$ cat config.mk
export PLATFORM = sky130hd
export DESIGN_NAME = cycle_stepped_cpu_core_subset_top
export DESIGN_NICKNAME = d
export VERILOG_FILES = /design/src/hw/rtl/csc_pkg.sv /design/src/hw/rtl/cycle_stepped_cpu_core_subset_top.sv /design/src/hw/rtl/csc_step.sv
export SDC_FILE = /design/constraint.sdc
export NUM_CORES = 1
export LEC_CHECK = 0
export BUFFER_PORTS_ARGS = -buffer_cell sky130_fd_sc_hd__buf_2
export CORE_UTILIZATION = 55
export DETAILED_ROUTE_END_ITERATION = 8
export PLACE_DENSITY = 0.74
export SETUP_SLACK_MARGIN = 0.4
export SLEW_MARGIN = 20
export SYNTH_ARGS = -nofsm -noshare
export SYNTH_HDL_FRONTEND = slang
export SYNTH_SLANG_ARGS = --single-unit
$ cat constraint.sdc
create_clock -name i_clk -period 4.7 [get_ports i_clk]
set_input_delay 1.41 -clock i_clk [delete_from_list [all_inputs] [get_ports i_clk]]
set_output_delay 1.41 -clock i_clk [all_outputs]
set_load 0.01 [all_outputs]
$ cat src/hw/rtl/csc_pkg.sv
// Types and constants of the cycle-stepped CPU core subset.
// No dependencies; used by csc_step and the top level.
package csc_pkg;

    localparam int unsigned IN_W  = 8;
    localparam int unsigned OUT_W = 72;

    localparam logic [7:0] OP_LDA = 8'hA9;
    localparam logic [7:0] OP_LDX = 8'hA2;
    localparam logic [7:0] OP_LDY = 8'hA0;
    localparam logic [7:0] OP_SBC = 8'hE9;
    localparam logic [7:0] OP_STA = 8'h9D;
    localparam logic [7:0] OP_BEQ = 8'hF0;
    localparam logic [7:0] OP_DEX = 8'hCA;
    localparam logic [7:0] OP_JMP = 8'h4C;

    localparam logic [15:0] VEC_RESET_LO = 16'hFFFC;
    localparam logic [15:0] VEC_RESET_HI = 16'hFFFD;
    localparam logic [7:0]  SIGN_BIT     = 8'b1000_0000;

    localparam int unsigned FL_C = 0;
    localparam int unsigned FL_Z = 1;
    localparam int unsigned FL_V = 2;
    localparam int unsigned FL_N = 3;

    localparam logic [1:0] CYC_FETCH = 2'd0;
    localparam logic [1:0] CYC_ONE   = 2'd1;
    localparam logic [1:0] CYC_TWO   = 2'd2;
    localparam logic [1:0] CYC_THREE = 2'd3;

    // What the data of the next cycle answers.
    typedef enum logic [2:0] {
        PEND_NONE   = 3'd0,
        PEND_VEC_LO = 3'd1,
        PEND_VEC_HI = 3'd2,
        PEND_OPCODE = 3'd3,
        PEND_IMM    = 3'd4,
        PEND_LOW    = 3'd5,
        PEND_HIGH   = 3'd6
    } t_pend;

    typedef struct packed {
        logic [15:0] pc;
        logic [7:0]  acc;
        logic [7:0]  x;
        logic [7:0]  y;
        logic [3:0]  flags;
        logic [7:0]  opcode;
        logic [1:0]  cyc;
        logic [7:0]  opl;
        logic [7:0]  oph;
        t_pend       pend;
        logic        in_reset;
    } t_cpu_state;

    typedef struct packed {
        logic [15:0] addr;
        logic        valid;
        logic        write;
        logic [7:0]  wdata;
        logic        fetch;
    } t_bus;

    localparam t_cpu_state CPU_RESET = '{
        pc: 16'd0, acc: 8'd0, x: 8'd0, y: 8'd0, flags: 4'd0, opcode: 8'd0,
        cyc: CYC_ONE, opl: 8'd0, oph: 8'd0, pend: PEND_NONE, in_reset: 1'b1
    };

    function automatic logic [3:0] set_zn(input logic [3:0] f, input logic [7:0] v);
        logic [3:0] r;
        r       = f;
        r[FL_Z] = (v == 8'd0);
        r[FL_N] = v[7];
        return r;
    endfunction

endpackage

$ cat src/hw/rtl/cycle_stepped_cpu_core_subset_top.sv
// Top level of the cycle-stepped CPU core subset: input register, step logic,
// architectural state and result register. Depends on csc_pkg and csc_step.
//
//  channel   | dir | tdata fields, lowest bit first
//  s_axis    | in  | read_data[7:0]
//  m_axis    | out | bus_address, bus_valid, bus_write, write_data, opcode_fetch,
//            |     | acc_value, x_value, y_value, flag_bits, pc_value, pad bit
//
// One request per clock while results are taken; input and result are both registered.
// The whole bus cycle is worked out between the input register and the result
// register, so a new request enters every cycle while the result side takes them.
// Reset (i_rst_n low, synchronous) clears both valid bits and puts the core at the
// start of the reset vector read. A stalled result holds; once the input register
// is also full, s_axis_tready drops.
module cycle_stepped_cpu_core_subset_top (
    input  logic                      i_clk,
    input  logic                      i_rst_n,
    input  logic                      s_axis_tvalid,
    output logic                      s_axis_tready,
    input  logic [csc_pkg::IN_W-1:0]  s_axis_tdata,   // read_data[7:0]
    output logic                      m_axis_tvalid,
    input  logic                      m_axis_tready,
    // bus_address[15:0], bus_valid[16], bus_write[17], write_data[25:18],
    // opcode_fetch[26], acc_value[34:27], x_value[42:35], y_value[50:43],
    // flag_bits[54:51], pc_value[70:55], zero[71]
    output logic [csc_pkg::OUT_W-1:0] m_axis_tdata
);
    import csc_pkg::*;

    logic             r_in_valid;
    logic [7:0]       r_in_data;
    logic             r_out_valid;
    logic [OUT_W-1:0] r_out_data;
    t_cpu_state       r_state;
    t_cpu_state       n_state;
    t_bus             step_bus;
    logic             advance;

    csc_step u_step (
        .i_state (r_state),
        .i_data  (r_in_data),
        .o_state (n_state),
        .o_bus   (step_bus)
    );

    assign advance       = r_in_valid && (!r_out_valid || m_axis_tready);
    assign s_axis_tready = !r_in_valid || advance;

    always_ff @(posedge i_clk) begin
        if (!i_rst_n) begin
            r_in_valid  <= 1'b0;
            r_out_valid <= 1'b0;
            r_state     <= CPU_RESET;
        end else begin
            if (s_axis_tready) begin
                r_in_valid <= s_axis_tvalid;
            end
            if (advance) begin
                r_out_valid <= 1'b1;
                r_state     <= n_state;
            end else if (m_axis_tready) begin
                r_out_valid <= 1'b0;
            end
        end
    end

    // Payload registers; no reset needed.
    always_ff @(posedge i_clk) begin
        if (s_axis_tvalid && s_axis_tready) begin
            r_in_data <= s_axis_tdata;
        end
        if (advance) begin
            r_out_data <= {1'b0, n_state.pc, n_state.flags, n_state.y, n_state.x,
                           n_state.acc, step_bus.fetch, step_bus.wdata,
                           step_bus.write, step_bus.valid, step_bus.addr};
        end
    end

    assign m_axis_tvalid = r_out_valid;
    assign m_axis_tdata  = r_out_data;

endmodule

$ cat src/hw/rtl/csc_step.sv
// One bus cycle of the CPU core: take in the returned byte, then drive this cycle.
// Depends on csc_pkg.
module csc_step (
    input  csc_pkg::t_cpu_state i_state,
    input  logic [7:0]          i_data,
    output csc_pkg::t_cpu_state o_state,
    output csc_pkg::t_bus       o_bus
);
    import csc_pkg::*;

    t_cpu_state st;
    t_bus       bus;
    logic [8:0] sbc_sum;
    logic [7:0] sbc_res;
    logic [3:0] sbc_fl;
    logic [15:0] base;

    always_comb begin
        st = i_state;
        // Latch the byte answering last cycle's read.
        unique case (i_state.pend)
            PEND_VEC_LO: st.opl = i_data;
            PEND_VEC_HI: st.pc = {i_data, i_state.opl};
            PEND_OPCODE: st.opcode = i_data;
            PEND_IMM: begin
                st.opl = i_data;
                case (i_state.opcode)
                    OP_LDA: begin st.acc = i_data; st.flags = set_zn(st.flags, i_data); end
                    OP_LDX: begin st.x = i_data; st.flags = set_zn(st.flags, i_data); end
                    OP_LDY: begin st.y = i_data; st.flags = set_zn(st.flags, i_data); end
                    default: ;
                endcase
            end
            PEND_LOW:  st.opl = i_data;
            PEND_HIGH: st.oph = i_data;
            default: ;
        endcase
        st.pend = PEND_NONE;

        sbc_sum = {1'b0, st.acc} + {1'b0, ~st.opl} + {8'd0, st.flags[FL_C]};
        sbc_res = sbc_sum[7:0];
        sbc_fl  = st.flags;
        sbc_fl[FL_C] = sbc_sum[8];
        sbc_fl[FL_V] = ((st.acc ^ st.opl) & (st.acc ^ sbc_res) & SIGN_BIT) != 8'd0;
        sbc_fl  = set_zn(sbc_fl, sbc_res);
        base    = {st.oph, st.opl};

        bus = '0;
        if (st.in_reset) begin
            bus.valid = 1'b1;
            if (st.cyc == CYC_ONE) begin
                bus.addr = VEC_RESET_LO;
                st.pend  = PEND_VEC_LO;
                st.cyc   = CYC_TWO;
            end else begin
                bus.addr    = VEC_RESET_HI;
                st.pend     = PEND_VEC_HI;
                st.cyc      = CYC_FETCH;
                st.in_reset = 1'b0;
            end
        end else begin
            unique case (st.cyc)
                CYC_FETCH: begin
                    bus.addr  = st.pc;
                    bus.valid = 1'b1;
                    bus.fetch = 1'b1;
                    st.pc     = st.pc + 16'd1;
                    st.pend   = PEND_OPCODE;
                    st.cyc    = CYC_ONE;
                end
                CYC_ONE: begin
                    st.cyc = CYC_FETCH;
                    case (st.opcode) inside
                        OP_LDA, OP_LDX, OP_LDY, OP_SBC, OP_BEQ: begin
                            bus.addr  = st.pc;
                            bus.valid = 1'b1;
                            st.pc     = st.pc + 16'd1;
                            st.pend   = PEND_IMM;
                            if (st.opcode == OP_SBC || st.opcode == OP_BEQ) begin
                                st.cyc = CYC_TWO;
                            end
                        end
                        OP_STA, OP_JMP: begin
                            bus.addr  = st.pc;
                            bus.valid = 1'b1;
                            st.pc     = st.pc + 16'd1;
                            st.pend   = PEND_LOW;
                            st.cyc    = CYC_TWO;
                        end
                        OP_DEX: begin
                            st.x     = st.x - 8'd1;
                            st.flags = set_zn(st.flags, st.x);
                        end
                        default: ;
                    endcase
                end
                CYC_TWO: begin
                    st.cyc = CYC_FETCH;
                    case (st.opcode) inside
                        OP_SBC: begin
                            st.acc   = sbc_res;
                            st.flags = sbc_fl;
                        end
                        OP_BEQ: begin
                            if (st.flags[FL_Z]) begin
                                st.pc = st.pc + {{8{st.opl[7]}}, st.opl};
                            end
                        end
                        OP_STA, OP_JMP: begin
                            bus.addr  = st.pc;
                            bus.valid = 1'b1;
                            st.pc     = st.pc + 16'd1;
                            st.pend   = PEND_HIGH;
                            st.cyc    = CYC_THREE;
                        end
                        default: ;
                    endcase
                end
                default: begin
                    st.cyc = CYC_FETCH;
                    if (st.opcode == OP_STA) begin
                        bus.addr  = base + {8'd0, st.x};
                        bus.valid = 1'b1;
                        bus.write = 1'b1;
                        bus.wdata = st.acc;
                    end else if (st.opcode == OP_JMP) begin
                        st.pc = base;
                    end
                end
            endcase
        end
    end

    assign o_state = st;
    assign o_bus   = bus;

endmodule

==> metrics <==
reg2reg setup slack=0.48 ns; Period minus WS final=4.219 ns; Post-synth top flop=edfxtp_1; Slew @ Worst Pin=1.084 ns; gr usage total=a little over a third; Initial Utilization=between 50% and 60%; yosys warns=0; WP data arrival=4.58 ns; Die W=142.5 um; crit path capture=r_state[71]$_SDFFE_PN0P_; largest net degree at the start of global routing=51; syn avg cell area=8.570 um2; Top Ports=86; initial antenna violation count=0; Synth area leaders=edfxtp_1 (22%), dfxtp_1 (14%), nor2_1 (5.2%), a21oi_1 (5.1%), nand2_1 (4.8%); Clk Tree Root Cell=clkbuf_16; final hold vios=0; Reg clk slew, reported paths=0.07 ns; drt drc=0; CTS tree=done; fmax=237.0 MHz; Seq/Total Area, Yosys=35.86%; Crit Path Class=flop to flop; Nets=1,391; hold slack=0.4557 ns; Worst R2R End=r_state[71]$_SDFFE_PN0P_; outcome=complete, no violations; most frequent cells after synthesis=nor2_1 (151), nand2_1 (140), a21oi_1 (110); First-pass DRT Iterations=6; via-per-instance ratio=6.478; clk buf depth=2; Routed Antenna Nets=0; Iteration-0 DRC Markers=roughly 1,300; hold buffer count at CTS=0; overall power=3.683 mW; worst-case reg-to-reg path depth=11; CTS Buf Count=17; Area Overhead vs Synth=13.83%; Final Slew Violations=0; final setup skew=0.01351 ns; routability congestion estimate=1.014; Synth Area in Compound Gates=between 20% and 30%; crit path from=r_state[1]$_SDFFE_PN0P_; DIE HEIGHT=142.5 um; DIE AREA=0.02031 mm2; Mapped Cells=1,267; max cap viols=0; Routed Wire Length=35,800 um; cell area after synthesis=0.01086 mm2; grt ovf=0; Worst Slack Setup Final=roughly 0.48 ns; flops & latches, synth=roughly 160; num rows=51; largest family of logic cells by synthesized area=compound AO/OA/AOI/OAI gates; CP Capture Type=flop; VDD IR max=266.8 uV; Buffers on Ports=84; CP startpoint kind=flop; Pleak=4.705 nW; unrepaired setup endpoints after global routing=false; Crit Path Max Fanout=16; Ant. Diodes=0; drt wl/cell=22.00 um; core footprint=roughly 0.019 mm2; post-synth top area share=a little over a fifth; CTS H-tree depth=4; ys async rst share=0%; pre-CTS setup slack=around 0.44 ns; Final setup viols=0; r2r startpoint=r_state[1]$_SDFFE_PN0P_; simple-gate portion of the synthesized area=20.35%; Hold/Removal Path Class=flop to flop; EDFF count, synth=79; first-pass GRT wire length=55,140 um; share of layout cells above drive strength 1=18.06%; Post-Synth XOR/XNOR Area=5.485%; Synth area leader=edfxtp_1; detailed placement HPWL=25,810 um; post-synth net total=1,309; most frequent cell after synthesis=nor2_1; vias in the first global route=9,548; pwr dens=298.0 mW/mm2; required time of the critical path=5.06 ns; synth unique cells=97; relative slew slack=between 20% and 30%; DR vias=10,539; Clock Latency Late Sink=~0.45 ns; final worst-path cycle share=89.76%; mux share of post-synthesis cell area=7.732%; TNS Setup=0 ns; Synth Area in Adders=3.745%; CTS sink cnt=155
-- stage by stage --
step	util, %	cell area [um2]	cells
after global placement	60.13	11660	1590
after detailed placement	60.13	11660	1590
final	63.71	12360	1627
after CTS	63.34	12290	1622
after global routing	63.71	12360	1627
after floorplan	-	10860	1267
-- layout make-up --
class	count	area, um2
Tap cell	265	331.6
Clock inverter	13	168.9
Inverter	38	150.1
Clock buffer	19	454.2
Fill cell	1723	7039
Sequential cell	155	3896
Timing Repair Buffer	138	825.8
Multi-Input combinational cell	999	6533
-- layer usage --
metal,vias up,track usage [%],share of wire [%]
li1,4848,-,-
met1,4954,48.99,42
met2,609,53.95,43
met3,128,8.378,10
met4,0,16.92,4.8
met5,-,0,0
-- kinds of logic (layout without fill, tap and decap cells) --
group,after synthesis,after routing
other,1,1
AND/OR/NAND/NOR,458,458
buffers and inverters,113,208
flip-flops,155,155
adder cells (fa/ha/maj),33,33
multiplexers,79,79
AO/OA/AOI/OAI,360,360
XOR/XNOR,68,68
-- power by group --
part	internal, mW	switching (mW)	total, mW
registers	1.49	0.0533	1.54
clock network	0.838	0.640	1.48
logic	0.233	0.431	0.664
total	2.56	1.12	3.68
-- worst max-delay path: stages (launching register included) --
cell      delay, ns
dfxtp_1        0.56
and3b_1        0.55
mux2_2         0.47
o211ai_1       0.20
a21o_1         0.44
inv_4          0.18
a21oi_1        0.62
buf_4          0.31
nor2_1         0.06
o41ai_1        0.38
nor3_1         0.13
a211oi_1       0.24
-- repair_timing --
| item | 4_1_cts | 5_1_grt |
|---|---|---|
| endpoints found under the setup margin | 0 | 31 |
| resized for setup | 0 | 10 |
| hold endpoints to repair | 0 | 0 |
| setup buffers | 0 | 5 |
-- sequential cells by signal, indices dropped and copies added, names as in the netlist --
name	count
r_state	74
r_in_data	8
m_axis_tvalid	1
m_axis_tdata	71
r_in_valid	1
-- cell usage in the layout (no fill, tap or decap), types with 6 or more instances in the layout --
cell type,synthesis,final
o31ai_1,13,12
clkbuf_16,0,18
nand2b_1,9,8
o21ai_0,56,56
inv_6,0,7
or3_1,14,14
clkinv_1,8,6
nor2b_1,9,8
nor3b_1,6,6
nand3b_1,8,8
mux2i_1,46,42
edfxtp_1,79,79
o211ai_1,11,11
xnor2_1,48,48
buf_2,11,84
inv_1,26,26
nand3_1,17,17
mux2i_2,3,7
buf_4,5,54
a21oi_1,110,110
nand4_1,10,10
and2_1,10,10
dfxtp_1,76,74
a22oi_1,6,6
and3_1,17,17
xor2_1,20,20
o21ai_1,11,11
ha_1,30,30
a211oi_1,29,29
a21o_1,16,16
mux2_2,29,29
nor3_1,34,33
nand2_1,140,140
nor2_1,151,151
o21a_1,7,7
a211o_1,7,7
a31oi_1,17,17
-- worst min-delay path by stage --
stage / end / from / depth (start not counted) / slack, ns
floorplan: r_state[70]$_SDFFE_PN0P_ / r_state[70]$_SDFFE_PN0P_ / 2 / 0.43
global placement: r_state[54]$_SDFFE_PN0P_ / r_state[54]$_SDFFE_PN0P_ / 2 / 0.44
global route: r_state[54]$_SDFFE_PN0P_ / r_state[54]$_SDFFE_PN0P_ / 2 / 0.46
finish: r_state[54]$_SDFFE_PN0P_ / r_state[54]$_SDFFE_PN0P_ / 2 / 0.46
CTS: r_state[54]$_SDFFE_PN0P_ / r_state[54]$_SDFFE_PN0P_ / 2 / 0.45
detailed placement: r_state[54]$_SDFFE_PN0P_ / r_state[54]$_SDFFE_PN0P_ / 2 / 0.45
Note: power is estimated with default switching activity, not from simulation.
